### src/bdasc_pkg.sv
// ----------------------------------------------------------------------------
// bdasc_pkg: shared types and constants for the decimal ASCII converter
// Holds the sequencer state type and the fixed field constants.
// ----------------------------------------------------------------------------
package bdasc_pkg;

   // Width of the value field on the request channel.
   localparam int VALUE_FIELD_W = 32;

   // Width of the digit character field on the response channel.
   localparam int CHAR_W = 6;

   // ASCII code of the character '0', in the width of the character field.
   localparam logic [CHAR_W-1:0] ASCII_ZERO = 6'd48;

   // Largest decimal digit value.
   localparam logic [3:0] DIGIT_MAX = 4'd9;

   typedef enum logic [1:0] {
      ST_IDLE,
      ST_CONVERT,
      ST_SKIP,
      ST_EMIT
   } state_type;

endpackage

### src/binary_to_decimal_ascii.sv
// ----------------------------------------------------------------------------
// binary_to_decimal_ascii: unsigned binary to decimal ASCII characters
// Converts one unsigned number into a run of ASCII digits, most significant
// first, without leading zeros, using a shift-and-add-three sequencer.
// ----------------------------------------------------------------------------
// How to use this block:
// A number is handed over on the req_ channel; one transfer moves one value.
// The block then emits its decimal digits as ASCII characters on the rsp_
// channel, one transfer per character, most significant digit first. Leading
// zeros are dropped, and a value of zero gives the single character '0'.
// rsp_tlast is high on the final character of each run.
// Sequence: after the request transfer the block runs the shift-and-add-three
// loop over all VALUE_WIDTH bits, one bit a cycle through the shared digit
// correction unit, then drops the leading zero digits one by one, moves to
// emission, and sends one character per cycle while the receiver is ready.
// NDIG is the digit count of the widest value, 10 at the default width of 32 bits.
// The block accepts a new value only when idle, so req_tready is low from the
// request transfer until the last character has been transferred.
// When the receiver stalls, the current character and its last mark hold on
// rsp_tdata and rsp_tlast until they are taken. A synchronous reset returns
// the sequencer to idle and drops any conversion in progress.
// ----------------------------------------------------------------------------
module binary_to_decimal_ascii #(
   parameter int VALUE_WIDTH = 32
) (
   input  logic        clock,
   input  logic        reset,
   // Request channel.
   input  logic        req_tvalid,
   output logic        req_tready,
   input  logic [31:0] req_tdata,   // [31:0] value
   // Response channel.
   output logic        rsp_tvalid,
   input  logic        rsp_tready,
   output logic [7:0]  rsp_tdata,   // [5:0] digit_char, [7:6] zero
   output logic        rsp_tlast    // last
);

   // Decimal digits needed for the widest value: floor(W * log10(2)) + 1,
   // with log10(2) approximated as 1233 / 4096.
   localparam int NDIG   = ((VALUE_WIDTH * 1233) / 4096) + 1;
   localparam int BCD_W  = 4 * NDIG;
   localparam int STEP_W = $clog2(VALUE_WIDTH + 1);
   localparam int CNT_W  = $clog2(NDIG + 1);

   bdasc_pkg::state_type state_ff, state_in;
   logic [VALUE_WIDTH-1:0] bin_ff, bin_in;
   logic [BCD_W-1:0]       bcd_ff, bcd_in;
   logic [BCD_W-1:0]       bcd_adj;
   logic [STEP_W-1:0]      step_ff, step_in;
   logic [CNT_W-1:0]       cnt_ff, cnt_in;
   logic [VALUE_WIDTH-1:0] value_masked;
   logic [3:0]             top_digit;

   // Only the low VALUE_WIDTH bits of the value take part; a width beyond the
   // field gets zeros above it.
   if (VALUE_WIDTH <= bdasc_pkg::VALUE_FIELD_W) begin : g_narrow
      assign value_masked = req_tdata[VALUE_WIDTH-1:0];
   end else begin : g_wide
      assign value_masked = {{(VALUE_WIDTH - bdasc_pkg::VALUE_FIELD_W){1'b0}}, req_tdata};
   end

   // Shared correction unit: every BCD digit of five or more gets three added
   // before the next left shift, so that the shift carries into the next digit.
   always_comb begin
      for (int i = 0; i < NDIG; i++) begin
         if (bcd_ff[4*i +: 4] >= 4'd5) begin
            bcd_adj[4*i +: 4] = bcd_ff[4*i +: 4] + 4'd3;
         end else begin
            bcd_adj[4*i +: 4] = bcd_ff[4*i +: 4];
         end
      end
   end

   // The digit to be sent or tested is always the top one of the BCD word.
   assign top_digit = bcd_ff[BCD_W-1 -: 4];

   always_ff @(posedge clock) begin
      if (reset) begin
         state_ff <= bdasc_pkg::ST_IDLE;
         step_ff  <= '0;
         cnt_ff   <= '0;
      end else begin
         state_ff <= state_in;
         step_ff  <= step_in;
         cnt_ff   <= cnt_in;
      end
   end

   always_ff @(posedge clock) begin
      bin_ff <= bin_in;
      bcd_ff <= bcd_in;
   end

   always_comb begin
      state_in = state_ff;
      bin_in   = bin_ff;
      bcd_in   = bcd_ff;
      step_in  = step_ff;
      cnt_in   = cnt_ff;
      case (state_ff)
         bdasc_pkg::ST_IDLE: begin
            if (req_tvalid) begin
               bin_in   = value_masked;
               bcd_in   = '0;
               step_in  = STEP_W'(VALUE_WIDTH);
               state_in = bdasc_pkg::ST_CONVERT;
            end
         end
         bdasc_pkg::ST_CONVERT: begin
            // One binary bit moves into the corrected BCD word each cycle.
            {bcd_in, bin_in} = {bcd_adj[BCD_W-2:0], bin_ff, 1'b0};
            step_in = step_ff - STEP_W'(1);
            if (step_ff == STEP_W'(1)) begin
               cnt_in   = CNT_W'(NDIG);
               state_in = bdasc_pkg::ST_SKIP;
            end
         end
         bdasc_pkg::ST_SKIP: begin
            // Drop leading zero digits, but always keep the final one.
            if (top_digit == 4'd0 && cnt_ff != CNT_W'(1)) begin
               bcd_in = {bcd_ff[BCD_W-5:0], 4'd0};
               cnt_in = cnt_ff - CNT_W'(1);
            end else begin
               state_in = bdasc_pkg::ST_EMIT;
            end
         end
         bdasc_pkg::ST_EMIT: begin
            if (rsp_tready) begin
               bcd_in = {bcd_ff[BCD_W-5:0], 4'd0};
               cnt_in = cnt_ff - CNT_W'(1);
               if (cnt_ff == CNT_W'(1)) begin
                  state_in = bdasc_pkg::ST_IDLE;
               end
            end
         end
         default: begin
            state_in = bdasc_pkg::ST_IDLE;
         end
      endcase
   end

   assign req_tready = (state_ff == bdasc_pkg::ST_IDLE);
   assign rsp_tvalid = (state_ff == bdasc_pkg::ST_EMIT);
   assign rsp_tdata  = {2'b00, bdasc_pkg::ASCII_ZERO + {2'b00, top_digit}};
   assign rsp_tlast  = (cnt_ff == CNT_W'(1));

endmodule

### config.mk
export PLATFORM = sky130hd
export DESIGN_NAME = binary_to_decimal_ascii
export DESIGN_NICKNAME = d
export VERILOG_FILES = /design/src/bdasc_pkg.sv /design/src/binary_to_decimal_ascii.sv
export SDC_FILE = /design/constraint.sdc
export NUM_CORES = 1
export LEC_CHECK = 0
export ABC_AREA = 1
export CORE_AREA = 2 2 96 98
export DETAILED_ROUTE_END_ITERATION = 16
export DIE_AREA = 0 0 98 100
export DONT_BUFFER_PORTS = 1
export PLACE_DENSITY = 0.7
export SYNTH_ARGS = -nofsm -noshare
export SYNTH_HDL_FRONTEND = slang
export SYNTH_SLANG_ARGS = --single-unit
export TNS_END_PERCENT = 50
### constraint.sdc
create_clock -name clock -period 3.71 [get_ports clock]
set_input_delay 0.1855 -clock clock [delete_from_list [all_inputs] [get_ports clock]]
set_output_delay 0.1855 -clock clock [all_outputs]
set_load 0.05 [all_outputs]
==> key figures, run 1 <==
Final layout
  • Area growth, synth to finish: 10.4%
  • Layout Nets: 633
  • Layout cell share with drive strength beyond 1: 5.93%
  • Inserted Diodes: 0

Floorplanning
  • Row cnt: 35
  • Die width: about 98 µm
  • Die area: between 9000 and 10,000 µm²
  • Io pins: 47
  • Die height: ~100 µm
  • Initial Util: a little over half
  • Core ar.: 8890 µm²

Timing
  • Final min period: 2.50 ns
  • Final setup viols: 0
  • Slew at the pin closest to its max-slew limit: 0.685 ns
  • Final Hold Vio Count: 0
  • Clk_skew: between 0.008 and 0.009 ns
  • Final Slew Violations: 0
  • Fmax: 400 MHz
  • Slew margin rel.: between 50% and 60%
  • Sum of negative setup slack: 0 ns
  • Crit share post-route: about 67%
  • RSZ-0062 raised after global routing: no

Logic synthesis
  • Post-Synthesis Cells: 548
  • Register area share after synthesis: around 51%
  • Syn avg cell area: 8.68 µm²
  • Post-synth cell types: 27
  • Warning count from the yosys run: 0
  • Post-Syn Area: 4750 µm²
  • Register bit total from synthesis: 84

Power and ir drop
  • Total power: 4.61 mW
  • Static Leak: 2.28 nW
  • Power per cell area: 877 nW/µm²
  • Worst VDD drop: about 0.40 mV

CTS
  • CTS Buf Count: 9
  • PostCTS Resize Cnt: 0
  • Clk slew on worst S/H paths: roughly 0.090 ns
  • Worst-Skew Late Latency: 0.37 ns
  • TritonCTS clock tree: built
  • CTS Root Cell: clkbuf_8
  • Hold_buf cts: 24
  • Clk sinks: 84
  • H-tree depth: 3
  • Worst-case clock buffer depth: 2
  • Setup Buffers After CTS: 0

Drt
  • Post-DR wirelength/cell: 13.7 µm
  • Final wirelength: 9.36 mm
  • Drt drc: 0
  • Drt pass-1 iters: 4
  • Initial DRC Count: 214
  • Final ANT Viol Nets: 0
  • DR vias/cell: 5.37
  • DR vias: 3,674

Placed design
  • Buffers on Ports: 0
  • Gpl congestion: 0.856
  • Post-DP HPWL: 6.15 mm

Worst setup path
  • RR Startpoint: state_ff[1]
  • Slowest stage cell, crit path: o21ai_4
  • CP Capture Type: register
  • Cell Chain, Critical Path: inv_1 -> ha_1 -> inv_2 -> o21ai_4 -> buf_4
  • Max incr delay on CP: a little over 0.6 ns
  • CP required: 3.77 ns
  • Capture point of the worst reg-to-reg path: bin_ff[20]
  • Worst Path Buf+Inv: 3
  • CP Data Arrival Time: 2.56 ns
  • Kind of critical path: reg -> reg
  • R2r setup slk: 1.21 ns
  • Count of cells along the worst register-to-register path: 5
  • CP max FO: 22
  • Critical path's top delay family: buffers and inverters
  • Startpoint types: register

Global route
  • Vias in the first global route: 3,582
  • Initial antenna violation count: 0
  • All-Layer GR Usage: roughly a fifth
  • Remaining global-route overflow: 0
  • First-pass GRT wire length: 15.9 mm
  • Pin count of the biggest net entering global routing: 41

Worst hold path
  • WHS Path Cells: 2
  • Min-Delay Path Class: in -> reg
  • WHS Endpoint: bin_ff[16]
  • Worst Hold Launch: req_tdata[16]

Job
  • Max cap viols: 0

Run status
  • Status: complete, no violations
==> worst max-delay path by stage <==
stage	to	from	slack, ns	depth (start not counted)
global route	bin_ff[20]	state_ff[1]	1.05	5
CTS	bin_ff[19]	state_ff[1]	1.18	5
detailed placement	bin_ff[19]	state_ff[1]	1.19	5
floorplan	bcd_ff[0]	state_ff[0]	0.22	5
finish	bin_ff[20]	state_ff[1]	1.21	5
global placement	bin_ff[2]	state_ff[0]	1.26	5
==> registers in the layout, summed over array words and instances (netlist names) <==
name	count
bcd_ff	40
bin_ff	32
step_ff	6
cnt_ff	4
state_ff	2
==> synth_stat cells, drive strengths merged <==
cell,count,area [µm²]
ha,29,363
inv,72,270
a32o,1,10.0
a31oi,1,6.26
o21ai,42,221
edfxtp,72,2160
nand4,4,25.0
clkbuf,3,11.3
a211oi,2,15.0
o22ai,8,50.1
o32ai,6,52.6
nand3,25,145
nor2,48,183
nand2,165,627
xor2,9,78.8
a21oi,20,104
o211ai,9,67.6
dfxtp,12,240
conb,2,7.51
buf,18,115
==> logic make-up (layout without fill, tap and decap cells) <==
kind of cell,count (synthesis),in the layout,share of synthesized area (%)
xor+xnor,9,9,1.66
simple gates,242,242,20.6
fa+ha+maj,29,29,7.63
buf+inv,93,116,8.34
compound gates,89,89,11.1
flops,84,84,50.5
other cells,2,4,0.158
==> per-layer routing <==
layer  GRT usage, %  vias to the layer above  wire [µm]
met5              0                        -          0
met4           6.84                        0        171
met3           3.97                       18        354
met2           35.6                       82       4640
met1           24.5                     1733       4200
li1               -                     1841          -
==> where the power goes <==
| group | internal [mW] | switching, mW | total [mW] |
|---|---|---|---|
| registers | 1.63 | 0.324 | 1.95 |
| clock network | 0.266 | 0.391 | 0.657 |
| logic | 0.612 | 1.38 | 2.00 |
| total | 2.51 | 2.10 | 4.61 |
==> area by class of cell <==
class | instances | area (µm²)
Clock buffer | 9 | 124
Clock inverter | 7 | 68.8
Fill cell | 758 | 3640
Inverter | 72 | 270
Multi-Input combinational cell | 373 | 1970
Sequential cell | 84 | 2400
Tap cell | 111 | 139
Timing Repair Buffer | 28 | 273
==> layout by cell type (no fill, tap or decap), types with 6 or more instances in the layout <==
cell	count
inv_1	68
o22ai_1	8
nand2_1	162
dlygate4sd3_1	25
xor2_1	9
nor2_1	47
nand3_1	21
o211ai_1	9
dfxtp_1	12
o32ai_1	6
a21oi_1	18
edfxtp_1	72
clkbuf_8	9
ha_1	29
o21ai_0	41
==> through the flow <==
step           worst slack (ns)  cells  utilization, %  instance area [µm²]  hold slack (ns)
6_report                   1.21    684            59.1                 5250           0.0133
5_1_grt                    1.05    684            59.1                 5250          0.00320
4_1_cts                    1.18    683            59.0                 5240          0.00109
3_5_place_dp               1.19    643            54.1                 4810            0.258
3_3_place_gp               1.26    643            54.1                 4810            0.257
2_1_floorplan             0.220    550               -                 4760            0.255
Power figures use the tool's default switching activity.
==> run 2: changes to the inputs <==
--- a/config.mk
+++ b/config.mk
@@ -10,7 +10,7 @@
 export DETAILED_ROUTE_END_ITERATION = 16
 export DIE_AREA = 0 0 98 100
 export DONT_BUFFER_PORTS = 1
-export PLACE_DENSITY = 0.7
+export PLACE_DENSITY = 0.72
 export SYNTH_ARGS = -nofsm -noshare
 export SYNTH_HDL_FRONTEND = slang
 export SYNTH_SLANG_ARGS = --single-unit
==> constraint.sdc (replaced) <==
create_clock -name clock -period 2.15 [get_ports clock]
set_input_delay 0.1075 -clock clock [delete_from_list [all_inputs] [get_ports clock]]
set_output_delay 0.1075 -clock clock [all_outputs]
set_load 0.05 [all_outputs]
==> key figures, run 2 (synthesis results as in run 1) <==
Floorplanning
  • Core ar.: 8890 µm² (unchanged)
  • Row cnt: 35 (unchanged)
  • Initial Util: 53.5% (unchanged)
  • Io pins: 47 (unchanged)
  • Die height: 100 µm (unchanged)
  • Die area: 9800 µm² (unchanged)
  • Die width: 98 µm (unchanged)

Placed design
  • Gpl congestion: 0.866 (+1.1%)
  • Post-Place Cells: 652 (+1.4%)
  • Dpl ws: 0.257 ns (-0.931 ns)
  • Post-DP HPWL: 6.12 mm (-0.59%)
  • Buffers on Ports: 0 (unchanged)
  • DP Area: 4920 µm² (+2.2%)

Drt
  • Final wirelength: 9.40 mm (+0.43%)
  • Initial DRC Count: 197 (-7.9%)
  • Drt drc: 0 (unchanged)
  • Metal3 WL: 397 µm (+12%)
  • DR vias/cell: 5.17 (-3.8%)
  • Drt pass-1 iters: 5 (+1)
  • Met1 WL: 4.21 mm (+0.45%)
  • Post-DR wirelength/cell: 13.4 µm (-2.1%)
  • DR vias: 3,628 (-1.3%)
  • Top Layer Used: met4
  • Met2 WL: 4.62 mm (-0.39%)
  • Final ANT Viol Nets: 0 (unchanged)

Worst hold path
  • Worst Hold Launch: rsp_tready
  • WHS Path Cells: 6 (+4)
  • WHS Endpoint: cnt_ff[2]
  • Min-Delay Path Class: in -> reg

Worst setup path
  • CP required: 2.21 ns (-1.56 ns)
  • CP Data Arrival Time: 1.95 ns (-0.61 ns)
  • RR Startpoint: state_ff[0]
  • Max incr delay on CP: 0.57 ns (-0.04 ns)
  • CP max FO: 23 (+4.5%)
  • R2r setup slk: 0.27 ns (-0.94 ns)
  • Critical path's top delay family: compound AO/OA/AOI/OAI gates
  • Cell Chain, Critical Path: inv_1 -> ha_2 -> inv_2 -> o21ai_4 -> buf_12
  • Startpoint types: register
  • Count of cells along the worst register-to-register path: 5 (unchanged)
  • Capture point of the worst reg-to-reg path: bin_ff[3]
  • CP Capture Type: register
  • Kind of critical path: reg -> reg
  • Worst Path Buf+Inv: 3 (unchanged)
  • Slowest stage cell, crit path: o21ai_4

Timing
  • RSZ-0062 raised after global routing: no
  • Final setup viols: 0 (unchanged)
  • Slew at the pin closest to its max-slew limit: 0.720 ns (+0.0354 ns)
  • Final Hold Vio Count: 0 (unchanged)
  • Final min period: 1.88 ns (-0.620 ns)
  • Final Slew Violations: 0 (unchanged)
  • Clk_skew: 0.0121 ns (+0.00347 ns)
  • Sum of negative setup slack: 0 ns (unchanged)
  • Fmax: 531 MHz (+33%)
  • Slew margin rel.: 51.8% (-2.4 points)
  • Hold slack final: 0.152 ns (+0.139 ns)
  • Crit share post-route: 87.6% (+20 points)
  • Worst setup margin: 0.267 ns (-0.940 ns)

Global route
  • Initial antenna violation count: 0 (unchanged)
  • Pin count of the biggest net entering global routing: 41 (unchanged)
  • First-pass GRT wire length: 16.2 mm (+2.0%)
  • All-Layer GR Usage: 20.3% (+0.29 points)
  • Remaining global-route overflow: 0 (unchanged)
  • Vias in the first global route: 3,663 (+2.3%)

Final layout
  • Largest register FFs: 40 (unchanged)
  • Inserted Diodes: 0 (unchanged)
  • Largest register by flop count: bcd_ff
  • Biggest regs: bcd_ff x40, bin_ff x32, step_ff x6
  • Layout Utilization: 61.3% (+2.3 points)
  • Commonest non-fill, non-tap cell in the layout: nand2_1
  • Commonest non-fill, non-tap cells in the layout: 162 x nand2_1, 72 x edfxtp_1, 68 x inv_1
  • Cell Count, Final, Fillers Out: 702 (+2.6%)
  • Layout Nets: 651 (+2.8%)
  • Area growth, synth to finish: 14.7%
  • Fillers: 728 (-4.0%)
  • Final instance area: 5450 µm² (+3.8%)
  • Layout cell share with drive strength beyond 1: 7.28% (+1.3 points)

CTS
  • Clk slew on worst S/H paths: 0.09 ns (about the same)
  • CTS Root Cell: clkbuf_8
  • CTS Buf Count: 9 (unchanged)
  • Worst-Skew Late Latency: 0.36 ns (about the same)
  • Setup Buffers After CTS: 0 (unchanged)
  • Worst-case clock buffer depth: 2 (unchanged)
  • Clk sinks: 84 (unchanged)
  • TritonCTS clock tree: built
  • H-tree depth: 3 (unchanged)

Power and ir drop
  • Power per cell area: 1500 nW/µm² (+70%)
  • Static Leak: 2.38 nW (+4.4%)
  • Total power: 8.16 mW (+77%)
  • Worst VDD drop: 0.843 mV (+110%)

Job
  • Max cap viols: 0 (unchanged)

Run status
  • Status: complete, no violations
## run 2: cell count changes in the layout (fill, tap and decap cells not counted), moves of 3 or more
| cell | before | now |
|---|---|---|
| inv_8 | 3 | 0 |
| buf_12 | 0 | 3 |
| dlygate4sd3_1 | 25 | 34 |
| buf_4 | 3 | 9 |
| inv_6 | 3 | 0 |
## run 2: cell type report
class	count	area [µm²]	share of cell area, %
Inverter	72	270	4.96
Timing Repair Buffer	46	468	8.58
Clock inverter	3	16.3	0.298
Sequential cell	84	2400	44.1
Clock buffer	13	180	3.30
Tap cell	111	139	2.55
Multi-Input combinational cell	373	1980	36.3
## run 2: power breakdown
part / internal (mW) / leakage [nW] / switching [mW]
registers: 2.81 / 0.831 / 0.414
clock network: 0.552 / 0.105 / 0.580
logic: 1.23 / 1.44 / 2.57
total: 4.60 / 2.38 / 3.56
## run 2: worst register-to-register path, stage by stage, from the launching register on
cell and delay, ns:
dfxtp_1 0.34, inv_1 0.11, ha_2 0.24, inv_2 0.08
o21ai_4 0.57, buf_12 0.25
## run 2: worst max-delay path by stage
| stage | depth (start not counted) | slack, ns | to | from |
|---|---|---|---|---|
| 3_5_place_dp | 5 | 0.26 | bin_ff[6] | state_ff[0] |
| 4_1_cts | 5 | 0.24 | bin_ff[3] | state_ff[0] |
| 2_1_floorplan | 4 | 0.06 | bcd_ff[0] | state_ff[0] |
| 3_3_place_gp | 5 | 0.32 | bin_ff[5] | state_ff[0] |
| 5_1_grt | 5 | 0.14 | bin_ff[3] | state_ff[1] |
| 6_report | 5 | 0.27 | bin_ff[3] | state_ff[0] |
## run 2: what timing repair did
item	4_1_cts	5_1_grt
endpoints found under the setup margin	0	0
hold buffers	34	0
gates resized for setup	0	0
endpoints found under the hold margin	44	0
## run 2: per-layer routing
layer  global-route usage (%)  vias to the layer above
met4                     8.44                        0
met3                     3.55                       17
met5                        0                        -
met2                     35.0                       85
li1                         -                     1871
met1                     25.5                     1655
